--- src/hw/rtl/radial_tukey_kspace_weight_macros.svh ---
// ----------------------------------------------------------------------------
// Assertion macros for the radial Tukey k-space weight block
// Concurrent assertion helpers; they compile to nothing when SYNTH is defined.
// ----------------------------------------------------------------------------
`ifndef RADIAL_TUKEY_KSPACE_WEIGHT_MACROS_SVH
`define RADIAL_TUKEY_KSPACE_WEIGHT_MACROS_SVH

`ifndef SYNTH
// Checked only while out of reset.
`define RTKW_ASSERT(lbl, clk, rst_n, prop, msg) \
    lbl: assert property (@(posedge clk) disable iff (!rst_n) prop) else $error(msg);
// Checked at every edge, reset included.
`define RTKW_ASSERT_ALWAYS(lbl, clk, prop, msg) \
    lbl: assert property (@(posedge clk) prop) else $error(msg);
`else
`define RTKW_ASSERT(lbl, clk, rst_n, prop, msg)
`define RTKW_ASSERT_ALWAYS(lbl, clk, prop, msg)
`endif

`endif

--- src/hw/rtl/rtkw_isqrt.sv ---
// ----------------------------------------------------------------------------
// rtkw_isqrt
// Pipelined digit-by-digit integer square root, floor of the root.
// ----------------------------------------------------------------------------
`timescale 1ns / 1ps

module rtkw_isqrt #(
    parameter int IN_W   = 46,
    parameter int STEP   = 2,
    parameter int SIDE_W = 1
) (
    input  logic               aclk,
    input  logic               aresetn,
    input  logic               en,
    input  logic               in_vld,
    input  logic [IN_W-1:0]    rad,
    input  logic [SIDE_W-1:0]  side_in,
    output logic               out_vld,
    output logic [IN_W/2-1:0]  root,
    output logic [SIDE_W-1:0]  side_out
);

    localparam int NSTEP = (IN_W + 1) / 2;
    localparam int NSTG  = (NSTEP + STEP - 1) / STEP;
    localparam int R_W   = NSTG * STEP;
    localparam int PAD_W = 2 * R_W;
    localparam int RM_W  = R_W + 4;

    logic [PAD_W-1:0]  rad_reg  [NSTG];
    logic [R_W-1:0]    root_reg [NSTG];
    logic [RM_W-1:0]   rem_reg  [NSTG];
    logic [SIDE_W-1:0] side_reg [NSTG];
    logic              vld_reg  [NSTG];

    logic [PAD_W-1:0]  rad_next  [NSTG];
    logic [R_W-1:0]    root_next [NSTG];
    logic [RM_W-1:0]   rem_next  [NSTG];

    logic [PAD_W-1:0]  rad_in  [NSTG];
    logic [R_W-1:0]    root_in [NSTG];
    logic [RM_W-1:0]   rem_in  [NSTG];
    logic [SIDE_W-1:0] side_a  [NSTG];
    logic              vld_in  [NSTG];

    assign rad_in[0]  = PAD_W'(rad);
    assign root_in[0] = '0;
    assign rem_in[0]  = '0;
    assign side_a[0]  = side_in;
    assign vld_in[0]  = in_vld;

    for (genvar k = 1; k < NSTG; k++) begin : g_link
        assign rad_in[k]  = rad_reg[k-1];
        assign root_in[k] = root_reg[k-1];
        assign rem_in[k]  = rem_reg[k-1];
        assign side_a[k]  = side_reg[k-1];
        assign vld_in[k]  = vld_reg[k-1];
    end

    for (genvar k = 0; k < NSTG; k++) begin : g_stage
        always_comb begin
            logic [PAD_W-1:0] a_v;
            logic [R_W-1:0]   q_v;
            logic [RM_W-1:0]  m_v;
            logic [RM_W-1:0]  tr_v;
            a_v = rad_in[k];
            q_v = root_in[k];
            m_v = rem_in[k];
            for (int i = 0; i < STEP; i++) begin
                m_v  = {m_v[RM_W-3:0], a_v[PAD_W-1 -: 2]};
                a_v  = {a_v[PAD_W-3:0], 2'b00};
                tr_v = {2'b00, q_v, 2'b01};
                if (m_v >= tr_v) begin
                    m_v = m_v - tr_v;
                    q_v = {q_v[R_W-2:0], 1'b1};
                end else begin
                    q_v = {q_v[R_W-2:0], 1'b0};
                end
            end
            rad_next[k]  = a_v;
            root_next[k] = q_v;
            rem_next[k]  = m_v;
        end

        always_ff @(posedge aclk) begin
            if (!aresetn) begin
                vld_reg[k] <= 1'b0;
            end else if (en) begin
                vld_reg[k] <= vld_in[k];
            end
        end

        always_ff @(posedge aclk) begin
            if (en) begin
                rad_reg[k]  <= rad_next[k];
                root_reg[k] <= root_next[k];
                rem_reg[k]  <= rem_next[k];
                side_reg[k] <= side_a[k];
            end
        end
    end

    assign out_vld  = vld_reg[NSTG-1];
    assign root     = root_reg[NSTG-1][IN_W/2-1:0];
    assign side_out = side_reg[NSTG-1];

endmodule

--- config.mk ---
export PLATFORM = sky130hd
export DESIGN_NAME = rtkw_isqrt
export DESIGN_NICKNAME = d
export VERILOG_FILES = /design/src/hw/rtl/radial_tukey_kspace_weight_macros.svh /design/src/hw/rtl/rtkw_isqrt.sv
export SDC_FILE = /design/constraint.sdc
export NUM_CORES = 1
export LEC_CHECK = 0
export BUFFER_PORTS_ARGS = -buffer_cell sky130_fd_sc_hd__buf_2
export CAP_MARGIN = 20
export CORE_ASPECT_RATIO = 1.75
export CORE_MARGIN = 3
export CORE_UTILIZATION = 55
export DETAILED_ROUTE_END_ITERATION = 12
export PLACE_DENSITY = 0.73
export RECOVER_POWER = 25
export SLEW_MARGIN = 0
export SYNTH_ARGS = -nofsm -noshare
export SYNTH_HDL_FRONTEND = slang
export SYNTH_SLANG_ARGS = --single-unit
--- constraint.sdc ---
create_clock -name aclk -period 5.9 [get_ports aclk]
set_input_delay 0.59 -clock aclk [delete_from_list [all_inputs] [get_ports aclk]]
set_output_delay 0.59 -clock aclk [all_outputs]
set_load 0.005 [all_outputs]
==> flow_summary_export.csv <==
group,metric,value,unit
routing,drc_errors,0,
finish,final_common_cell,"edfxtp_1",
pwr,p_leak,19.7,nW
routing,drtAntennaViolNets,0,
finish,area.sequential,0.0209,mm²
global_routing,grt_max_degree,148,
finish,fin_util,0.626,
min_path,hold_class,"input pin to register",
sta,fin_tns_setup,0,ns
sta,finalClockSkew,0.0507,ns
pwr,p_per_area,387,mW/mm²
clocking,clk_pin_slew,0.07,ns
floorplan,die_w,220,µm
min_path,whs_path_depth,1,
synthesis,synth.net_count,4588,
clocking,clk_latency,0.69,ns
placed_design,place_congestion,0.988,
clocking,cts_tree,"yes",
synthesis,synth_edf_count,694,
pwr,power,19.1,mW
placed_design,postPlaceCellArea,0.0470,mm²
sta,period_needed,5.67,ns
floorplan,dieHeight,380,µm
finish,n_antenna_cell,0,
critical_path,r2r_cells,26,
clocking,cts_buffer_depth,3,
clocking,clock-sinks,695,
sta,tightest_slew,1.01,ns
floorplan,ios,76,
routing,drtIter0Drc,1825,
run_status,status,"completed",
sta,slew_headroom,0.317,
placed_design,io_buffers,75,
finish,fin_area,0.0494,mm²
finish,multi_input_area,0.0219,mm²
critical_path,worst_ep_required_time,6.33,ns
global_routing,grt_usage,0.278,
synthesis,ys_types,118,
finish,fillerInstances,6493,
global_routing,grt_pass1_vias,34200,
critical_path,worstSetupEndpointType,"register",
routing,wl_per_cell,21.1,µm
synthesis,synthFlopType,"edfxtp_1",
clocking,cts_buffers,67,
floorplan,dieArea,0.0837,mm²
synthesis,syn_area_per_cell,10.4,µm²
clocking,hold_buffers,0,
synthesis,synth-seq-area-share,0.473,
sta,max_freq,0.176,GHz
floorplan,core-area,0.0790,mm²
sta,setup_viol,0,
routing,firstDrtPassIters,6,
global_routing,overflow,0,
sta,finalCritPeriodShare,0.960,
routing,vias_per_cell,6.03,
finish,largest_register_ffs,264,
floorplan,start_util,0.558,
global_routing,antenna_found_initial,0,
finish,final_cell_mix,"694 x edfxtp_1, 358 x nor2_1, 340 x a21oi_1",
sta,hold_viol_final,0,
finish,area_growth,12.1,%
sta,slew_viol_final,0,
job,drv_cap,0,
synthesis,async_flop_share,0,
routing,routed-via-count,33600,
finish,nets,4841,
sta,whs,0.0818,ns
synthesis,synth-seq-cells,695,
global_routing,grt_pass1_wl,180000,µm
placed_design,dp_hpwl,92300,µm
synthesis,syn-instance-count,4236,
floorplan,rows,136,
critical_path,cp-start-kind,"register",
critical_path,worstPathArrival,6.09,ns
routing,routed_wl,117000,µm
synthesis,synth_area,0.0441,mm²
clocking,cts_max_level,3,
finish,layout-drive-gt1-share,0.117,
critical_path,crit_type,"register to register",
clocking,cts_root_buffer,"clkbuf_16",
synthesis,yosysWarnings,0,
pwr,ir_worst_vdd,0.283,mV
critical_path,path_max_fanout,17,
==> final timing paths <==
| check | slack [ns] | endpoint | from |
|---|---|---|---|
| worst max-delay path | 0.23 | rem_reg[10][3]$_DFFE_PP_ | root_reg[2][28]$_DFFE_PP_ |
| worst min-delay path | 0.08 | rad_reg[0][6]$_DFFE_PP_ | rad[6] |
| worst max register to register | 0.23 | rem_reg[10][3]$_DFFE_PP_ | root_reg[2][28]$_DFFE_PP_ |
| worst min register to register | 0.40 | rad_reg[6][42]$_DFFE_PP_ | rad_reg[5][38]$_DFFE_PP_ |
==> cell families after synthesis <==
group / after synthesis / share of synthesized area
AO/OA/AOI/OAI: 1031 / 0.150
XOR/XNOR: 396 / 0.0787
adder cells (fa/ha/maj): 301 / 0.0855
buffers and inverters: 347 / 0.0317
flip-flops: 695 / 0.473
multiplexers: 49 / 0.0120
other: 1 / 0.0000851
AND/OR/NAND/NOR: 1416 / 0.168
==> where the power goes <==
part / internal (mW) / switching (mW) / total [mW] / leakage (nW)
logic: 3.27 / 4.34 / 7.61 / 12.0
registers: 6.46 / 0.598 / 7.06 / 6.66
clock network: 2.46 / 2.01 / 4.46 / 1.08
total: 12.2 / 6.95 / 19.1 / 19.7
==> Yosys cell counts, drive strengths merged (37+ instances only) <==
library cell	n	share of area
edfxtp	694	0.47
nor2	358	0.030
a21oi	348	0.040
nand2	339	0.029
ha	301	0.085
xnor2	245	0.049
inv	242	0.021
o21ai	203	0.023
xor2	151	0.030
a21o	116	0.020
nor3	101	0.012
nand3	97	0.012
clkbuf	60	0.0051
nand4	57	0.0084
nand2b	54	0.0077
nor4	53	0.0098
and3	52	0.0074
o21a	46	0.0078
or3	45	0.0064
nor2b	42	0.0060
buf	41	0.0055
or2	39	0.0055
a31oi	37	0.0054
and2	37	0.0054
o31ai	37	0.0066
==> routing by layer <==
layer	wire length (µm)	up-vias	GRT usage
met2	64500	948	0.536
li1	-	16300	-
met3	3930	518	0.0412
met4	12100	0	0.239
met5	0	-	0
met1	36700	15900	0.242
==> critical path, stage by stage (launching register included) <==
cell and delay (ns):
edfxtp_1 0.39, inv_1 0.09, ha_1 0.36, and3_1 0.24, nand2_1 0.15, nor4_1 0.54, buf_4 0.21, a21o_1 0.11
or2_1 0.19, buf_4 0.20, nor2_1 0.05, a21oi_1 0.17, ha_1 0.29, buf_4 0.17, a21oi_1 0.28, o31ai_1 0.15
a211o_1 0.29, o21ai_1 0.15, o41ai_1 0.09, buf_4 0.16, a221oi_1 0.29, nand4_1 0.21, buf_12 0.22, buf_12 0.14
buf_12 0.12, nor2_1 0.09, a21oi_1 0.04
==> metrics by stage <==
step	cells	setup WS, ns
2_1_floorplan	4236	0.508
5_1_grt	5572	-0.0800
3_5_place_dp	5454	0.186
6_report	5572	0.233
3_3_place_gp	5453	0.201
4_1_cts	5571	0.140
==> area by class of cell <==
cell class                 count  share of cell area
clock inverter                47              0.0124
tap                         1035              0.0262
sequential                   695               0.422
timing repair buffer         285              0.0426
multi-input combinational   3194               0.443
clock buffer                  70              0.0342
inverter                     246              0.0190
==> what timing repair did <==
action,in CTS,in global routing
endpoints found under the setup margin,0,74
buffers inserted,0,1
resized for setup,0,20
No activity file was read; power rests on OpenSTA's default activity.
