`src/hw/rtl/radial_tukey_kspace_weight_macros.svh`:
```
// ----------------------------------------------------------------------------
// Assertion macros for the radial Tukey k-space weight block
// Concurrent assertion helpers; they compile to nothing when SYNTH is defined.
// ----------------------------------------------------------------------------
`ifndef RADIAL_TUKEY_KSPACE_WEIGHT_MACROS_SVH
`define RADIAL_TUKEY_KSPACE_WEIGHT_MACROS_SVH

`ifndef SYNTH
// Checked only while out of reset.
`define RTKW_ASSERT(lbl, clk, rst_n, prop, msg) \
    lbl: assert property (@(posedge clk) disable iff (!rst_n) prop) else $error(msg);
// Checked at every edge, reset included.
`define RTKW_ASSERT_ALWAYS(lbl, clk, prop, msg) \
    lbl: assert property (@(posedge clk) prop) else $error(msg);
`else
`define RTKW_ASSERT(lbl, clk, rst_n, prop, msg)
`define RTKW_ASSERT_ALWAYS(lbl, clk, prop, msg)
`endif

`endif

```
`src/hw/rtl/rtkw_div.sv`:
```
// ----------------------------------------------------------------------------
// rtkw_div
// Pipelined restoring divider, STEP quotient bits per register stage.
// ----------------------------------------------------------------------------
`timescale 1ns / 1ps

module rtkw_div #(
    parameter int NUM_W  = 22,
    parameter int DEN_W  = 8,
    parameter int STEP   = 2,
    parameter int SIDE_W = 1
) (
    input  logic              aclk,
    input  logic              aresetn,
    input  logic              en,
    input  logic              in_vld,
    input  logic [NUM_W-1:0]  num,
    input  logic [DEN_W-1:0]  den,
    input  logic [SIDE_W-1:0] side_in,
    output logic              out_vld,
    output logic [NUM_W-1:0]  quo,
    output logic [SIDE_W-1:0] side_out
);

    localparam int NSTG  = (NUM_W + STEP - 1) / STEP;
    localparam int PAD_W = NSTG * STEP;

    logic [PAD_W-1:0]  num_reg  [NSTG];
    logic [PAD_W-1:0]  quo_reg  [NSTG];
    logic [DEN_W-1:0]  rem_reg  [NSTG];
    logic [DEN_W-1:0]  den_reg  [NSTG];
    logic [SIDE_W-1:0] side_reg [NSTG];
    logic              vld_reg  [NSTG];

    logic [PAD_W-1:0]  num_next [NSTG];
    logic [PAD_W-1:0]  quo_next [NSTG];
    logic [DEN_W-1:0]  rem_next [NSTG];

    logic [PAD_W-1:0]  num_in  [NSTG];
    logic [PAD_W-1:0]  quo_in  [NSTG];
    logic [DEN_W-1:0]  rem_in  [NSTG];
    logic [DEN_W-1:0]  den_in  [NSTG];
    logic [SIDE_W-1:0] side_a  [NSTG];
    logic              vld_in  [NSTG];

    assign num_in[0] = PAD_W'(num);
    assign quo_in[0] = '0;
    assign rem_in[0] = '0;
    assign den_in[0] = den;
    assign side_a[0] = side_in;
    assign vld_in[0] = in_vld;

    for (genvar k = 1; k < NSTG; k++) begin : g_link
        assign num_in[k] = num_reg[k-1];
        assign quo_in[k] = quo_reg[k-1];
        assign rem_in[k] = rem_reg[k-1];
        assign den_in[k] = den_reg[k-1];
        assign side_a[k] = side_reg[k-1];
        assign vld_in[k] = vld_reg[k-1];
    end

    for (genvar k = 0; k < NSTG; k++) begin : g_stage
        always_comb begin
            logic [PAD_W-1:0] n_v;
            logic [PAD_W-1:0] q_v;
            logic [DEN_W:0]   t_v;
            logic [DEN_W-1:0] r_v;
            n_v = num_in[k];
            q_v = quo_in[k];
            r_v = rem_in[k];
            for (int i = 0; i < STEP; i++) begin
                t_v = {r_v, n_v[PAD_W-1]};
                n_v = {n_v[PAD_W-2:0], 1'b0};
                if (t_v >= {1'b0, den_in[k]}) begin
                    t_v = t_v - {1'b0, den_in[k]};
                    q_v = {q_v[PAD_W-2:0], 1'b1};
                end else begin
                    q_v = {q_v[PAD_W-2:0], 1'b0};
                end
                r_v = t_v[DEN_W-1:0];
            end
            num_next[k] = n_v;
            quo_next[k] = q_v;
            rem_next[k] = r_v;
        end

        always_ff @(posedge aclk) begin
            if (!aresetn) begin
                vld_reg[k] <= 1'b0;
            end else if (en) begin
                vld_reg[k] <= vld_in[k];
            end
        end

        always_ff @(posedge aclk) begin
            if (en) begin
                num_reg[k]  <= num_next[k];
                quo_reg[k]  <= quo_next[k];
                rem_reg[k]  <= rem_next[k];
                den_reg[k]  <= den_in[k];
                side_reg[k] <= side_a[k];
            end
        end
    end

    assign out_vld  = vld_reg[NSTG-1];
    assign quo      = quo_reg[NSTG-1][NUM_W-1:0];
    assign side_out = side_reg[NSTG-1];

endmodule

```
`config.mk`:
```
export PLATFORM = sky130hd
export DESIGN_NAME = rtkw_div
export DESIGN_NICKNAME = d
export VERILOG_FILES = /design/src/hw/rtl/radial_tukey_kspace_weight_macros.svh /design/src/hw/rtl/rtkw_div.sv
export SDC_FILE = /design/constraint.sdc
export NUM_CORES = 1
export LEC_CHECK = 0
export ABC_AREA = 1
export BUFFER_PORTS_ARGS = -buffer_cell sky130_fd_sc_hd__buf_4
export CAP_MARGIN = 0
export CORE_UTILIZATION = 49
export DETAILED_ROUTE_END_ITERATION = 10
export GPL_TIMING_DRIVEN = 0
export HOLD_SLACK_MARGIN = 0.12
export PLACE_DENSITY = 0.77
export SKIP_LAST_GASP = 1
export SLEW_MARGIN = 40
export SYNTH_ARGS = -nofsm -noshare
export SYNTH_HDL_FRONTEND = slang
export SYNTH_SLANG_ARGS = --single-unit
export TNS_END_PERCENT = 10
```
`constraint.sdc`:
```
create_clock -name aclk -period 4.7 [get_ports aclk]
set_input_delay 0.94 -clock aclk [delete_from_list [all_inputs] [get_ports aclk]]
set_output_delay 0.94 -clock aclk [all_outputs]
set_load 0.02 [all_outputs]
```
==> results by group <==
Status
  • Run status: finished clean

Clock network
  • Post-CTS setup-driven buffer insertion count: 0
  • Depth of the CTS H-tree: 2
  • Inserted Clock Buffers: 46
  • Count of hold-fix buffers inserted at cts: 0
  • TritonCTS clock tree: yes
  • Clock root cell: sky130_fd_sc_hd__clkbuf_16
  • Clock-pin slew reported for the worst setup and hold paths after clock tree synthesis: 60 ps
  • Count of cells resized by post-cts repair: 0
  • Clk Latency, worst-skew pair: just under 600 ps
  • CTS Buffer Depth: 3
  • Clock sink count: approximately 420

Place
  • Number of cells in the design after placement: between 2000 and 3000
  • Cell Area, Placed: around 24000 µm²
  • Post-detail-place hpwl: roughly 33000 µm
  • Worst slack after detailed placement: about 850 ps
  • Final GP Congestion: 0.8835
  • Count of buffers from port buffering: 58

STA
  • Relative slew margins: between 60% and 70%
  • Tcrit/Tclk final: between 70% and 80%
  • Worst Tran Pin Value: around 580 ps
  • Worst hold margin: between 400 and 500 ps
  • FMAX: between 200 and 300 MHz
  • Min Tclk post-route: 3737 ps
  • Setup-violating endpoint count in the final report: 0
  • Final Max Slew Viols: 0
  • Minimum setup slack in the final design: just under 1000 ps
  • Worst clock skew: around 16 ps
  • Unrepaired setup endpoints after global routing: false
  • Setup total negative slack: 0 ps
  • Hold Vio Cnt, Final: 0

Pwr
  • Worst VDD drop: about 0.5 mV
  • Power per cell area: around 740 nW/µm²
  • Total leakage power: 11.50 nW
  • Sum of internal, switching and leakage power: between 15 and 20 mW

Yosys
  • Commonest cells in the synthesized netlist: sky130_fd_sc_hd__nand2_1 (625), sky130_fd_sc_hd__edfxtp_1 (423), sky130_fd_sc_hd__inv_1 (295)
  • Netlist cell types: 43
  • Cell Area, Synth: between 20000 and 25000 µm²
  • Post-synthesis area per instance: a little over 10 µm²
  • #FFs+latches synth: 424
  • Most used flip-flop cell after synthesis: sky130_fd_sc_hd__edfxtp_1
  • Proportion of register bits with asynchronous set or reset after synthesis: 0%
  • Yosys Warn Count: 0
  • Gate Count Post-Synth: 2229
  • Number of enable flip-flop cells after synthesis: about 420
  • Most area-consuming cells after synthesis: sky130_fd_sc_hd__edfxtp_1 (55%), sky130_fd_sc_hd__nand2_1 (10%), sky130_fd_sc_hd__ha_1 (9.3%)
  • Syn_nets: around 2500
  • Proportion of synthesized chip area in sequential cells: a little under three fifths
  • Share of Yosys cell area claimed by the top area cell type: 55.32%
  • Dominant cell by count in the synthesized netlist: sky130_fd_sc_hd__nand2_1
  • Most area-hungry cell type in the Yosys netlist: sky130_fd_sc_hd__edfxtp_1

Finish
  • Non-filler instance count after layout: approximately 3000
  • Count of inserted antenna diode cells: 0
  • Area occupied by multi-input gates: 9029 µm²
  • Number of nets at the end of the flow: 2565
  • Storage element area: roughly 13000 µm²
  • Fill cell instance count of the final layout: between 3000 and 4000
  • Final cell area excluding filler cells: 25780 µm²
  • Share of cells above drive strength 1: a little under a tenth
  • Post-layout util: 56.33%
  • Relative area change from synthesis to final layout: 12.28%
  • Max reg flops: between 100 and 150

Routing
  • WL/cell: approximately 15 µm
  • Residual DRC count: 0
  • Length of the first detailed-routing pass in iterations: 5
  • Routed Antenna Nets: 0
  • Final Routed Wirelength: 43750 µm
  • Vias per cell: ~5.2
  • Total number of vias: between 15000 and 20000
  • First-iteration detailed-routing DRC count: approximately 1100

Worst setup path
  • Cell type of the slowest stage on the worst timing path: sky130_fd_sc_hd__edfxtp_1
  • Worst Path Class, Setup: reg2reg
  • Endpoint required time on the critical path: 5010 ps
  • Cell mode on critical path: sky130_fd_sc_hd__nand2_1
  • Stage delay of the slowest cell on the critical path: 420 ps
  • CP arrival: 4050 ps
  • Highest net fanout along the worst path: 9
  • Nature of the critical path startpoint: register
  • CP Cell Sequence: inv_1 > ha_1 > nand3_1 > nand2_1 > nand2_1 > nand2_2 > a21oi_1 > o21ai_0 > ha_1 > nand2_1 > nor2_1 > nand2_1 > o211ai_1 > nand2_2 > nand4_2 > nand2_1 > nand2_1
  • Crit end category: register

GRT
  • Overall fraction of global-route tracks in use: between 10% and 20%
  • Largest net degree at the start of global routing: 86
  • Antenna violations before repair: 0
  • First-pass GRT wire length: a little over 70000 µm
  • Via count of the first global-routing pass: approximately 15000
  • Congestion Overflow GR: 0

Floorplanning
  • Die span in x: roughly 220 µm
  • Vert. Die Dim: approximately 220 µm
  • Effective utilization at floorplan: about half
  • Row cnt: 78
  • Number of placed I/O pins: 59
  • Floorplan core area: around 46000 µm²
  • Die Footprint: between 40000 and 50000 µm²

Job
  • Max-Cap Viols: 0

Hold path
  • Min-delay worst type: reg2reg
-- layer usage --
| metal | GRT usage [%] | vias up | share of wire, % |
|---|---|---|---|
| met1 | 23.99 | 7259 | 45 |
| met3 | 2.978 | 81 | 3.8 |
| met2 | 32.29 | 290 | 49 |
| met4 | 5.897 | 0 | 2.6 |
| met5 | 0 | - | 0 |
| li1 | - | 7828 | - |
-- cells in the final DEF, fill, tap and decap left out, types with 12 or more instances in the layout --
master	netlist	final
sky130_fd_sc_hd__a21oi_1	88	88
sky130_fd_sc_hd__buf_4	3	60
sky130_fd_sc_hd__clkbuf_16	0	47
sky130_fd_sc_hd__clkinv_1	1	14
sky130_fd_sc_hd__edfxtp_1	423	423
sky130_fd_sc_hd__fa_1	20	20
sky130_fd_sc_hd__ha_1	170	170
sky130_fd_sc_hd__inv_1	295	295
sky130_fd_sc_hd__inv_2	12	12
sky130_fd_sc_hd__nand2_1	625	625
sky130_fd_sc_hd__nand2_2	14	14
sky130_fd_sc_hd__nand3_1	174	174
sky130_fd_sc_hd__nand4_1	64	64
sky130_fd_sc_hd__nor2_1	102	102
sky130_fd_sc_hd__xnor2_1	33	33
sky130_fd_sc_hd__xor2_1	55	55
-- final timing paths --
check | startpoint | end | slack, ps | cells past startpoint
max | den_reg[4][1]$_DFFE_PP_ | rem_reg[5][7]$_DFFE_PP_ | 960 | 17
min | quo_reg[5][2]$_DFFE_PP_ | quo_reg[6][4]$_DFFE_PP_ | 410 | 0
max reg2reg | den_reg[4][1]$_DFFE_PP_ | rem_reg[5][7]$_DFFE_PP_ | 960 | 17
min reg2reg | quo_reg[5][2]$_DFFE_PP_ | quo_reg[6][4]$_DFFE_PP_ | 410 | 0
-- where the power goes --
part | leakage, nW | switching [mW] | internal (mW) | total, mW
clock | 0.722 | 1.47 | 2.06 | 3.53
combinational | 6.63 | 6.25 | 3.67 | 9.93
sequential | 4.15 | 0.338 | 5.33 | 5.66
-- logic make-up (layout without fill, tap and decap cells) --
family,Yosys count,after routing,share of synthesized area (%)
flip-flops,424,424,55.41
AND/OR/NAND/NOR,1051,1051,20.83
adder cells (fa/ha/maj),190,190,11.01
AO/OA/AOI/OAI,161,161,4.125
XOR/XNOR,88,88,3.357
buffers and inverters,315,462,5.275
-- worst max-delay path: cells and delay by family, from the launching register on --
| family | cells | cell delay [ps] |
|---|---|---|
| compound gates | 3 | 800 |
| fa+ha+maj | 2 | 690 |
| buf+inv | 1 | 210 |
| flops | 1 | 420 |
| simple gates | 11 | 1360 |
-- area by class of cell --
| type | count | area share [%] |
|---|---|---|
| flip-flops and latches | 424 | 49.35 |
| multi-input cells | 1490 | 35.02 |
| clock buffers | 51 | 4.620 |
| inverters | 310 | 4.523 |
| well taps | 600 | 2.912 |
| repair buffers | 63 | 2.252 |
| clock inverters | 33 | 1.150 |
| plain buffers | 5 | 0.1747 |
Note: power is estimated with default switching activity, not from simulation.
